**src/hw/rtl/chte_pkg.sv**
```systemverilog
// ----------------------------------------------------------------------------
// chte_pkg: shared types and constants of the chained hash table engine
// Request/result beat layouts, pool and bucket sizes, command and status codes.
// ----------------------------------------------------------------------------
`default_nettype none
package chte_pkg;

  localparam int BUCKETS = 256;
  localparam int POOL    = 1024;
  localparam int B_W     = $clog2(BUCKETS);
  localparam int NODE_W  = $clog2(POOL);
  localparam int LINK_W  = NODE_W + 1;
  localparam int CNT_W   = 9;

  localparam logic [LINK_W-1:0] NIL = LINK_W'(POOL);

  localparam logic [1:0] CMD_PUT = 2'd0;
  localparam logic [1:0] CMD_GET = 2'd1;
  localparam logic [1:0] CMD_DEL = 2'd2;
  localparam logic [1:0] CMD_GOC = 2'd3;

  localparam logic [2:0] ST_CREATED = 3'd0;
  localparam logic [2:0] ST_FOUND   = 3'd1;
  localparam logic [2:0] ST_ABSENT  = 3'd2;
  localparam logic [2:0] ST_REMOVED = 3'd3;
  localparam logic [2:0] ST_DELMISS = 3'd4;
  localparam logic [2:0] ST_BADBKT  = 3'd5;
  localparam logic [2:0] ST_FULL    = 3'd6;

  typedef struct packed {
    logic [1:0]  cmd;
    logic [31:0] key;
    logic [31:0] value;
    logic        use_bucket;
    logic [15:0] bucket;
  } req_t;

  typedef struct packed {
    logic [2:0]  status;
    logic [31:0] value_res;
  } res_t;

endpackage
`default_nettype wire

```
**src/hw/rtl/chte_mod.sv**
```systemverilog
// ----------------------------------------------------------------------------
// chte_mod: iterative key modulo bucket count
// Restoring remainder, two dividend bits per cycle.
// ----------------------------------------------------------------------------
`default_nettype none
module chte_mod (
  input  wire logic                       clk,
  input  wire logic                       rst,
  input  wire logic                       start,
  input  wire logic [31:0]                dividend,
  input  wire logic [chte_pkg::CNT_W-1:0] divisor,
  output logic                            done,
  output logic [chte_pkg::B_W-1:0]        rem
);
  import chte_pkg::*;

  logic [31:0]    shreg;
  logic [3:0]     cnt;
  logic           run;
  logic [B_W-1:0] r1, r2;

  // one restoring step: shift in a bit, subtract when not below the divisor
  function automatic logic [B_W-1:0] step(input logic [B_W-1:0] r, input logic b,
                                          input logic [CNT_W-1:0] d);
    logic [CNT_W-1:0] t;
    t = {r, b};
    if (t >= d) t = t - d;
    return t[B_W-1:0];
  endfunction

  always_comb begin
    r1 = step(rem, shreg[31], divisor);
    r2 = step(r1, shreg[30], divisor);
  end

  always_ff @(posedge clk) begin
    if (rst) begin
      run  <= 1'b0;
      done <= 1'b0;
      cnt  <= '0;
    end else begin
      done <= 1'b0;
      if (start) begin
        run   <= 1'b1;
        cnt   <= '0;
        shreg <= dividend;
        rem   <= '0;
      end else if (run) begin
        rem   <= r2;
        shreg <= {shreg[29:0], 2'b00};
        cnt   <= cnt + 4'd1;
        if (cnt == 4'd15) begin
          run  <= 1'b0;
          done <= 1'b1;
        end
      end
    end
  end

endmodule
`default_nettype wire

```
**config.mk**
```make
export PLATFORM = sky130hd
export DESIGN_NAME = chte_mod
export DESIGN_NICKNAME = d
export VERILOG_FILES = /design/src/hw/rtl/chte_pkg.sv /design/src/hw/rtl/chte_mod.sv
export SDC_FILE = /design/constraint.sdc
export NUM_CORES = 1
export LEC_CHECK = 0
export ABC_CLOCK_PERIOD_IN_PS = 6640
export BUFFER_PORTS_ARGS = -buffer_cell sky130_fd_sc_hd__buf_2
export CORE_MARGIN = 2
export CORE_UTILIZATION = 49
export DETAILED_ROUTE_END_ITERATION = 7
export PLACE_DENSITY = 0.73
export SLEW_MARGIN = 20
export SYNTH_ARGS = -nofsm -noshare
export SYNTH_HDL_FRONTEND = slang
export SYNTH_SLANG_ARGS = --single-unit
```
**constraint.sdc**
```tcl
create_clock -name clk -period 6.64 [get_ports clk]
set_input_delay 1.992 -clock clk [delete_from_list [all_inputs] [get_ports clk]]
set_output_delay 1.992 -clock clk [all_outputs]
set_load 0.03 [all_outputs]
```
==> results of run 1 <==
## power by group through the flow
| stage | Combinational (mW) | Sequential, mW | Clock (mW) |
|---|---|---|---|
| after CTS | 0.412 | 0.367 | 0.172 |
| after global placement | 0.404 | 0.373 | 0 |
| after detailed placement | 0.410 | 0.374 | 0 |
| after global routing | 0.464 | 0.369 | 0.184 |
| final | 0.414 | 0.366 | 0.167 |
| after floorplan | 0.306 | 0.393 | 0 |
## kinds of logic after synthesis
group | count (synthesis) | synth area share
fa+ha+maj | 21 | 0.101
buf+inv | 21 | 0.0319
compound gates | 40 | 0.103
mux | 38 | 0.159
xor+xnor | 14 | 0.0446
flops | 46 | 0.481
simple gates | 44 | 0.0792
## routing by layer
metal,share of wire,track usage,wire length (um)
met4,0.0077,0.0431,38
met2,0.50,0.286,2460
met3,0.058,0.0420,286
met5,0,0,0
met1,0.44,0.222,2170
## cells in the mapped netlist (all sizes together) (4+ instances only)
cell type  number
inv            14
xor2            6
nand2           7
xnor2           8
ha             19
dfxtp           6
a21oi          10
mux2           37
edfxtp         40
o21ai           5
a211oi          4
nor2           16
nor3            4
clkbuf          5
## layout by cell type, fill, tap and decap left out, types with 3 or more instances in the layout
cell / count
sky130_fd_sc_hd__nor3_1: 4
sky130_fd_sc_hd__a21oi_1: 10
sky130_fd_sc_hd__o2bb2ai_1: 3
sky130_fd_sc_hd__clkbuf_8: 5
sky130_fd_sc_hd__mux2_2: 34
sky130_fd_sc_hd__buf_2: 52
sky130_fd_sc_hd__xnor2_1: 8
sky130_fd_sc_hd__xor2_1: 6
sky130_fd_sc_hd__nand2_1: 7
sky130_fd_sc_hd__inv_1: 14
sky130_fd_sc_hd__edfxtp_1: 40
sky130_fd_sc_hd__mux2_4: 3
sky130_fd_sc_hd__o21ai_0: 4
sky130_fd_sc_hd__o21a_1: 3
sky130_fd_sc_hd__nand2b_1: 3
sky130_fd_sc_hd__ha_1: 19
sky130_fd_sc_hd__a211oi_1: 4
sky130_fd_sc_hd__dfxtp_1: 6
sky130_fd_sc_hd__nor2_1: 14
## critical path, cell delays in order
cell                        delay (ps)
sky130_fd_sc_hd__buf_2              70
sky130_fd_sc_hd__inv_1             100
sky130_fd_sc_hd__ha_1              320
sky130_fd_sc_hd__nor2b_1           230
sky130_fd_sc_hd__a211oi_1           90
sky130_fd_sc_hd__o2111ai_1         180
sky130_fd_sc_hd__o211a_1           400
sky130_fd_sc_hd__mux2_2            400
sky130_fd_sc_hd__ha_1              350
sky130_fd_sc_hd__nand2_1           100
sky130_fd_sc_hd__nor3_1            240
sky130_fd_sc_hd__nor3_1             70
sky130_fd_sc_hd__a21oi_1           140
sky130_fd_sc_hd__buf_4             180
sky130_fd_sc_hd__nor2_2             70
sky130_fd_sc_hd__a22o_1            270
## per-stage QoR
step	hold slack, ps	utilization	cell area [um^2]	setup slack (ps)	power (mW)
finish	489	0.583	3190	1480	0.947
global route	507	0.583	3190	1200	1.02
CTS	489	0.578	3160	1510	0.952
global placement	480	0.562	3080	1290	0.777
floorplan	450	-	2750	1600	0.699
detailed placement	472	0.562	3080	1210	0.784
## sequential cells by signal, summed over array words and instances (netlist names)
| register | count |
|---|---|
| done | 1 |
| cnt | 4 |
| shreg | 32 |
| rem | 8 |
| run | 1 |
## final cells by class
cell class / count / area [um^2] / share of cell area
multi-input combinational: 157 / 1350 / 0.422
sequential: 46 / 1320 / 0.414
timing repair buffer: 54 / 295 / 0.0926
tap: 72 / 90.1 / 0.0282
clock buffer: 7 / 76.3 / 0.0239
inverter: 14 / 52.6 / 0.0165
clock inverter: 1 / 7.51 / 0.00235
## worst paths after layout
path	startpoint	to	slack (ps)	cells after the start
max	divisor[1]	rem[4]	1480	16
min	cnt[3]	done	490	2
max reg2reg	rem[0]	rem[4]	2880	14
min reg2reg	cnt[3]	done	490	2
==> results by stage, run 1 <==
Worst setup path:
- The kind of critical path is in -> reg.
- The worst setup path is captured at a flip-flop.
- The required time of the critical path is roughly 6700 ps.
- The maximum fanout along the worst path is 11.
- The data arrival time at the worst-slack endpoint is 5210 ps.
- The startpoint kind of the worst setup timing path is an input port.

Global route:
- The number of antenna violations at the first check in global routing was 0.
- The leftover overflow at the end of global routing is 0.
- The global-route wire length before repair is 8220 um.
- The total routing usage reported by global routing is 0.170.
- The number of global-route vias before repair is 1799.
- Entering global routing, the biggest net connects 45 pins.

Timing:
- The setup TNS is 0 ps.
- The count of final hold-check violations is 0.
- The number of max-slew violations in the final report is 0.
- The clock period could shrink to 5160 ps.
- In the finished design, the share of the clock period the worst path needs comes to 0.777.
- The final number of setup-violating endpoints is 0.
- The clock arrives with 5.10 ps of skew.
- Setup repair after global routing left no endpoint under its margin.
- Measured against its own limit, the worst slew margin works out to 0.414.
- At the pin with the least slew margin, the transition time is 878 ps.
- Static timing analysis puts the maximum clock frequency at 194 MHz.

Finish:
- The net total in the final layout is 343.
- The layout filler cell count is a little under 500.
- The fraction of layout instances using a drive strength above 1 is 0.369.
- The finished layout holds 351 standard cells, fillers aside.
- The final antenna diode count is 0.
- Compared with the post-synthesis result, the final layout area differs by 16.1%.

Synthesis:
- The share of the Yosys chip area taken by registers is 0.481.
- The prevailing post-synth register cell is sky130_fd_sc_hd__edfxtp_1.
- The number of synthesis warnings is 0.
- In this run, synthesis inferred 40 flip-flops with an integrated enable.
- In this run the cell area of the synthesized design comes to 2750 um^2.
- Counting every net in the synthesized netlist gives ~290.
- Counting flops and latches in the post-synthesis netlist gives 46.
- The async set-reset flop share out of synthesis is 0.
- Yosys attributes the largest share of cell area to sky130_fd_sc_hd__edfxtp_1 44%, sky130_fd_sc_hd__mux2_2 14%, sky130_fd_sc_hd__ha_1 8.7%, sky130_fd_sc_hd__dfxtp_1 4.4%, sky130_fd_sc_hd__xnor2_1 2.6%.
- Of the post-synthesis cell area, the dominant cell type holds 0.437.
- Synthesis produced ~220 cells.
- The count of distinct cell types in the synthesized netlist is 42.
- The cell taking the most area after synthesis is sky130_fd_sc_hd__edfxtp_1.
- The average instance in the mapped netlist occupies 12.3 um^2.

Drt:
- The vias per cell is ~5.2.
- Dividing the detail-routed wire length by the instance count gives 14.1 um.
- The number of DRC violations after detailed routing is 0.
- The routed via count is around 1800.
- For this block, the initial DRC count from the detailed router was 98.
- For this run, the detailed router's first-pass iteration total came to 4.
- The detail route stage leaves a number of antenna-violating nets equal to 0.
- The total wirelength of the detailed-routed design is 4950 um.

Floorplanning:
- The die footprint is slightly above 6000 um^2.
- The vertical die dimension is approximately 80 um.
- The area of the core is 5470 um^2.
- The placement row count is 27.
- Pin placement for this block handled 53 I/O pins.
- The starting density of the core is 0.502.
- The die is 78.9 um wide.

Place:
- The wire-length estimate of the detail-placed layout is 3720 um.
- Buffers placed on the I/O ports in this run total 52.
- The number of placed instances, taps included is around 340.
- At the end of routability-driven placement, the weighted congestion stood at between 0.8 and 0.9.

CTS:
- Counting every sink on the clock net gives 46.
- The maximum level of the CTS H-tree is 2.
- Buffers inserted to repair hold after CTS numbered 0.
- The total clock buffers created by CTS is 5.
- After clock tree synthesis, the setup repair step added 0 buffers.
- In this run, post-CTS repair resized a total of 0 instances.
- For the worst-skew pair, the clock arrives at the later sink with an insertion delay of a little under 300 ps.
- TritonCTS built the clock tree.
- After clock tree synthesis, the clock-pin slew on the worst setup and hold paths is 80 ps.
- Clock tree synthesis selected as its root buffer the cell sky130_fd_sc_hd__clkbuf_8.
- The buffer depth of the longest clock path is 2.

Min path:
- The worst min-delay path category is reg -> reg.

Pwr:
- The net switching fraction of the power is 0.344.
- Of the total power, registers draw 0.387.
- The switching power total is around 330 uW.
- The share of total power dissipated in combinational logic is 0.437.
- Dividing total power by cell area gives a power density of 297 nW/um^2.
- Of the total power, the clock network draws 0.176.
- For this design the static power due to leakage is 1.30 nW.
- The cell-internal power is 621 uW.
- VDD sags by at most 156 uV.

Outcome:
- The run finished with clean final reports.

Job:
- The tool flagged a number of max-cap violations equal to 0.
Power figures use the tool's default switching activity.
==> inputs of run 2 (changes only) <==
ABC_CLOCK_PERIOD_IN_PS = 5390   (was 6640)
clock period = 5.39 ns   (was 6.64 ns; I/O delays follow)
==> results by stage, run 2 (synthesis results as in run 1) <==
Outcome:
- The flow ran to the end, and the final reports show no timing, DRC or antenna violations.

Place:
- The worst setup slack after placement was 374 ps (-839 ps).
- The area after detailed placement came to 3090 um^2 (+0.49%).
- The sum of net half-perimeters after detailed placement came to 3610 um (-2.9%).
- The routability-driven placement congestion ratio was 0.820 (+1.1%).
- The count of buffers from port buffering is 52 (unchanged).
- The number of placed instances, taps included came to 344 (+0.58%).

CTS:
- The clock latency at the later pin of the worst-skew pair came to 300 ps (about the same).
- The post-cts repair resize count was 0 (unchanged).
- The post-CTS setup buffer count came to 0 (unchanged).
- The number of buffers inserted by hold repair at cts is 0 (unchanged).
- The TritonCTS sink count is 46 (unchanged).
- The clock transition time at the flip-flop clock pins of the worst setup and hold paths is 90 ps (about the same).
- The buffer depth of the longest clock path is 2 (unchanged).
- The TritonCTS clock tree is done.
- The maximum level of the CTS H-tree is 2 (unchanged).
- The total clock buffers created by CTS is 5 (unchanged).
- The tree is rooted in a sky130_fd_sc_hd__clkbuf_8.

Drt:
- The DRC marker count from the first detailed-route iteration is 81 (-17%).
- The number of nets still failing antenna checks after routing is 0 (unchanged).
- The number of optimization iterations in the first detailed-route pass was 4 (unchanged).
- The vias per cell is 5.25 (+0.97%).
- The routed via count is 1848 (+1.3%).
- The total wirelength of the detailed-routed design is 4860 um (-1.9%).
- The per-cell routed wire length is 13.8 um (-2.1%).
- The number of DRC violations after detailed routing came to 0 (unchanged).

Min path:
- The worst hold path depth was 2 (unchanged).
- The hold-critical path endpoint is done.
- The startpoint identified for the worst hold timing path is cnt[3].
- The worst min-delay path category is reg -> reg.

Floorplanning:
- The width of the die came to 78.9 um (unchanged).
- The starting density of the core came to 0.502 (unchanged).
- The die footprint came to 6220 um^2 (unchanged).
- The placement row count is 27 (unchanged).
- The area of the core is 5470 um^2 (unchanged).
- The number of top-level design ports is 53 (unchanged).
- The vertical die dimension was 78.9 um (unchanged).

Timing:
- The number of max-slew violations in the final report came to 0 (unchanged).
- Setup repair after global routing left no endpoint under its margin.
- For this run, the top clock speed supported by timing is 211 MHz.
- The count of final hold-check violations came to 0 (unchanged).
- The actual transition at the worst max-transition pin was 493 ps (-385 ps).
- The final number of setup-violating endpoints is 0 (unchanged).
- The worst path setup slack after routing is 644 ps (-839 ps).
- The worst hold slack across all endpoints is 494 ps (+4.51 ps).
- The setup TNS was 0 ps (unchanged).
- The post-route clock skew is 7.14 ps (+2.04 ps).
- The normalized max-slew margin is 0.671 (+0.257).
- The final critical delay including setup and external delays is 4750 ps.
- The part of the cycle the worst path needs is 0.880.

Worst setup path:
- The combined buffer and inverter count along the critical path is 3 (unchanged).
- The maximum fanout along the worst path is 10 (-1).
- The required time of the critical path was 5440 ps (-1250 ps).
- The count of cells along the worst register-to-register path is 14 (unchanged).
- The endpoint of the most critical register-to-register path is rem[4].
- The data arrival time at the worst-slack endpoint is 4800 ps (-410 ps).
- The startpoint kind of the worst setup timing path is an input port.
- The cell with the largest stage delay on the worst path is sky130_fd_sc_hd__o211a_1.
- The worst reg2reg path startpoint is rem[4].
- The kind of critical path is in -> reg.
- The highest cell delay on the worst timing path came to 290 ps (-110 ps).
- The dominant delay contributor by cell family on the critical path is compound AO/OA/AOI/OAI gates.
- The critical path endpoint category is a flip-flop.
- Walking the worst path, the cells encountered are buf_2 > inv_1 > ha_1 > nor2b_1 > a211oi_1 > o2111ai_1 > o211a_1 > and2_4 > nor2_1 > ha_1 > nor2b_1 > o31a_1 > o21ai_1 > a21oi_1 > buf_4 > a22o_1.
- The minimum setup slack among reg-to-reg paths is 1680 ps (-1200 ps).

Pwr:
- The total power density per cell area is 378 nW/um^2 (+27%).
- The largest vdd supply drop was 194 uV (+24%).
- The overall power consumption is 1.21 mW (+28%).
- The static leakage power is 1.32 nW (+1.4%).

Global route:
- The leftover overflow at the end of global routing is 0 (unchanged).
- The pin count of the biggest net entering global routing is 44 (-2.2%).
- The global-route wire length before repair came to 7850 um (-4.5%).
- The number of global-route vias before repair was 1797 (-0.11%).
- The number of antenna violations at the first check in global routing is 0 (unchanged).
- The total routing usage reported by global routing came to 0.162 (-0.00829).

Finish:
- The register ranked first by flip-flop count is shreg.
- The fraction of layout instances using a drive strength above 1 is 0.379 (+0.00940).
- In the final layout, the registers with the most flip-flops are shreg (32), rem (8), cnt (4).
- The post-route cell area is 3210 um^2 (+0.51%).
- Relative to the synthesized area, the layout overhead comes to 16.7%.
- The utilization after layout is 0.586 (+0.00297).
- The net total in the final layout is 344 (+0.29%).
- The final standard cell count with taps included and fillers excluded was 352 (+0.28%).
- Leaving out fill and tap cells, the most frequent cells in the layout are 52 x sky130_fd_sc_hd__buf_2, 40 x sky130_fd_sc_hd__edfxtp_1, 34 x sky130_fd_sc_hd__mux2_2.
- The final antenna diode count is 0 (unchanged).
- The number of flip-flops in the largest register is 32 (unchanged).
- The most frequent standard cell in the layout excluding fill and tap cells is sky130_fd_sc_hd__buf_2.

Job:
- The max-cap violation count is 0 (unchanged).
-- run 2: where the power goes --
part / total [mW] / switching, mW / internal, mW
sequential: 0.452 / 0.0179 / 0.434
clock: 0.258 / 0.119 / 0.139
combinational: 0.503 / 0.266 / 0.236
-- run 2: how the worst max path moves through the flow --
stage | start | to | slack (ps) | depth (start not counted)
2_1_floorplan | divisor[5] | rem[3] | 720 | 16
3_3_place_gp | divisor[1] | rem[4] | 440 | 16
3_5_place_dp | divisor[1] | rem[4] | 370 | 16
4_1_cts | divisor[1] | rem[4] | 670 | 16
5_1_grt | divisor[1] | rem[1] | 390 | 16
6_report | divisor[1] | rem[4] | 640 | 16
-- run 2: final cells by class --
class,count,area (um^2)
clock inverter,3,43.8
timing repair buffer,55,283
sequential,46,1320
clock buffer,5,68.8
inverter,14,52.6
fill,493,2270
tap,72,90.1
multi-input combinational,157,1350
-- run 2: metal layers --
metal | part of all wire | vias to the layer above | track usage | wire (um)
li1 | - | 942 | - | -
met1 | 0.47 | 861 | 0.210 | 2290
met3 | 0.039 | 8 | 0.0307 | 189
met5 | 0 | - | 0 | 0
met4 | 0.018 | 0 | 0.0638 | 85
met2 | 0.47 | 37 | 0.269 | 2290
-- run 2: worst reg2reg max path, cell delays in order, from the launching register on --
cell                        delay (ps)
sky130_fd_sc_hd__edfxtp_1          460
sky130_fd_sc_hd__ha_1              370
sky130_fd_sc_hd__a211o_1           320
sky130_fd_sc_hd__o211ai_2           80
sky130_fd_sc_hd__o2111ai_1         140
sky130_fd_sc_hd__o211a_1           290
sky130_fd_sc_hd__and2_4            230
sky130_fd_sc_hd__nor2_1            170
sky130_fd_sc_hd__ha_1              270
sky130_fd_sc_hd__nor2b_1           140
sky130_fd_sc_hd__o31a_1            270
sky130_fd_sc_hd__o21ai_1           210
sky130_fd_sc_hd__a21oi_1           120
sky130_fd_sc_hd__buf_4             190
sky130_fd_sc_hd__a22o_1            200
==> inputs of run 3 (changes only) <==
MAX_ROUTING_LAYER = met4   (was not set)
==> results by stage, run 3 (synthesis results as in run 1) <==
Outcome:
- The run finished with clean final reports.

Place:
- The area after detailed placement is 3090 um^2 (unchanged).
- The routability-driven placement congestion ratio is 0.832 (+1.5%).
- The count of buffers from port buffering is 52 (unchanged).
- The sum of net half-perimeters after detailed placement is 3610 um (unchanged).

Timing:
- The maximum clock frequency is 211 MHz (about the same).
- The final critical delay including setup and external delays is 4740 ps (-2.76 ps).
- The final number of setup-violating endpoints is 0 (unchanged).
- The actual transition at the worst max-transition pin is 493 ps (-0.375 ps).
- Setup repair after global routing left no endpoint under its margin.
- The count of final hold-check violations came to 0 (unchanged).
- The setup TNS is 0 ps (unchanged).
- The number of max-slew violations in the final report came to 0 (unchanged).
- The part of the cycle the worst path needs is 0.880 (about the same).
- The normalized max-slew margin is 0.672 (about the same).
- The post-route clock skew came to 7.34 ps (+0.199 ps).

Finish:
- The register ranked first by flip-flop count is shreg.
- The net total in the final layout is 344 (unchanged).
- The post-route cell area was 3210 um^2 (unchanged).
- The final antenna diode count is 0 (unchanged).
- The signed area change from the synthesized netlist to the final layout is 16.7% (unchanged).
- The most frequent standard cell in the layout excluding fill and tap cells is sky130_fd_sc_hd__buf_2.
- In the layout the commonest cells are 52 x sky130_fd_sc_hd__buf_2, 40 x sky130_fd_sc_hd__edfxtp_1, 34 x sky130_fd_sc_hd__mux2_2.
- The fraction of layout instances using a drive strength above 1 was 0.379 (unchanged).
- The largest registers in the layout are shreg (32), rem (8), cnt (4).
- The layout filler cell count is 493 (unchanged).
- The number of flip-flops in the largest register is 32 (unchanged).
- The storage element area came to 1320 um^2 (unchanged).
- The utilization after layout was 0.586 (unchanged).
- The area used by multi-input combinational logic was 1350 um^2 (unchanged).

CTS:
- The number of buffers inserted by hold repair at cts is 0 (unchanged).
- The cell chosen for the clock root is sky130_fd_sc_hd__clkbuf_8.
- The TritonCTS clock tree is done.
- The buffer depth of the longest clock path came to 2 (unchanged).
- The clock latency at the later pin of the worst-skew pair is 300 ps (about the same).
- The post-cts repair resize count is 0 (unchanged).
- The TritonCTS sink count is 46 (unchanged).
- The total clock buffers created by CTS came to 5 (unchanged).
- The clock transition time at the flip-flop clock pins of the worst setup and hold paths is 90 ps (about the same).
- The post-CTS setup buffer count is 0 (unchanged).
- The maximum level of the CTS H-tree is 2 (unchanged).

Drt:
- The number of optimization iterations in the first detailed-route pass is 4 (unchanged).
- The vias per cell is 5.27 (+0.32%).
- The routed via count was 1854 (+0.32%).
- The number of nets still failing antenna checks after routing came to 0 (unchanged).
- The DRC marker count from the first detailed-route iteration is 85 (+4.9%).
- The total wirelength of the detailed-routed design is 4860 um (about the same).
- The per-cell routed wire length is 13.8 um (about the same).
- The number of DRC violations after detailed routing came to 0 (unchanged).

Min path:
- The worst hold path startpoint is cnt[3].
- The tightest min-delay check is of the reg -> reg type.

Worst setup path:
- The endpoint of the most critical register-to-register path is rem[4].
- In this run the worst setup path begins at divisor[1].
- The kind of critical path is in -> reg.
- The data arrival time at the worst-slack endpoint is 4790 ps (about the same).
- The capture point of the worst path is rem[4].
- The startpoint kind of the worst setup timing path is an input port.
- The required time of the critical path came to 5440 ps (about the same).
- The maximum fanout along the worst path was 10 (unchanged).
- The count of cells along the worst register-to-register path came to 14 (unchanged).
- The worst reg2reg path startpoint is rem[4].
- The minimum setup slack among reg-to-reg paths came to 1680 ps (about the same).
- The critical path endpoint category is a flip-flop.

Floorplanning:
- The die footprint was 6220 um^2 (unchanged).
- The area of the core is 5470 um^2 (unchanged).
- The number of top-level design ports was 53 (unchanged).
- The width of the die is 78.9 um (unchanged).
- The vertical die dimension is 78.9 um (unchanged).
- The placement row count was 27 (unchanged).
- The starting density of the core is 0.502 (unchanged).

Pwr:
- The largest vdd supply drop is 194 uV (about the same).
- The static leakage power was 1.32 nW (unchanged).
- The total power density per cell area is 378 nW/um^2 (about the same).
- The overall power consumption was 1.21 mW (about the same).

Global route:
- The total routing usage reported by global routing is 0.167 (+0.00499).
- The leftover overflow at the end of global routing is 0 (unchanged).
- The global-route wire length before repair came to 7870 um (+0.18%).
- The number of antenna violations at the first check in global routing is 0 (unchanged).
- The number of global-route vias before repair came to 1803 (+0.33%).
- The pin count of the biggest net entering global routing came to 44 (unchanged).

Job:
- The max-cap violation count is 0 (unchanged).
==> run 3: cell counts in the layout (fill, tap and decap cells not counted) <==
No cell type changed its count.
==> run 3: worst min path at each step <==
| stage | endpoint | slack (ps) | cells after the start |
|---|---|---|---|
| after floorplan | done | 450 | 2 |
| after global placement | done | 480 | 2 |
| after detailed placement | done | 480 | 2 |
| after CTS | done | 490 | 2 |
| after global routing | done | 520 | 2 |
| final | done | 490 | 2 |
==> run 3: report_power, final <==
group | total [mW] | switching, mW | internal, mW
registers | 0.452 | 0.0179 | 0.434
logic | 0.502 | 0.266 | 0.237
clock network | 0.259 | 0.120 | 0.139
==> run 3: metrics by stage <==
stage               setup WS (ps)  cells  hold WS (ps)
detailed placement            374    344           477
global route                  385    352           520
floorplan                     724    224           450
finish                        647    352           494
CTS                           669    352           495
global placement              438    344           480
==> run 3: cell type report <==
type / instances / share of cell area
Tap cell: 72 / 0.0281
Timing Repair Buffer: 55 / 0.0882
Clock buffer: 5 / 0.0215
Multi-Input combinational cell: 157 / 0.420
Inverter: 14 / 0.0164
Sequential cell: 46 / 0.412
Clock inverter: 3 / 0.0137
==> run 3: critical path, cell delays in order <==
cell and delay [ps]:
sky130_fd_sc_hd__buf_2 90, sky130_fd_sc_hd__inv_1 160, sky130_fd_sc_hd__ha_1 270, sky130_fd_sc_hd__nor2b_1 160
sky130_fd_sc_hd__a211oi_1 250, sky130_fd_sc_hd__o2111ai_1 150, sky130_fd_sc_hd__o211a_1 290, sky130_fd_sc_hd__and2_4 230
sky130_fd_sc_hd__nor2_1 170, sky130_fd_sc_hd__ha_1 270, sky130_fd_sc_hd__nor2b_1 140, sky130_fd_sc_hd__o31a_1 270
sky130_fd_sc_hd__o21ai_1 200, sky130_fd_sc_hd__a21oi_1 120, sky130_fd_sc_hd__buf_4 190, sky130_fd_sc_hd__a22o_1 200
==> run 3: layer usage <==
layer	routed length (um)	vias to the layer above	GRT usage
met4	85	0	0.0638
met2	2270	34	0.268
met5	0	-	-
met3	184	8	0.0307
li1	-	941	-
met1	2310	871	0.213
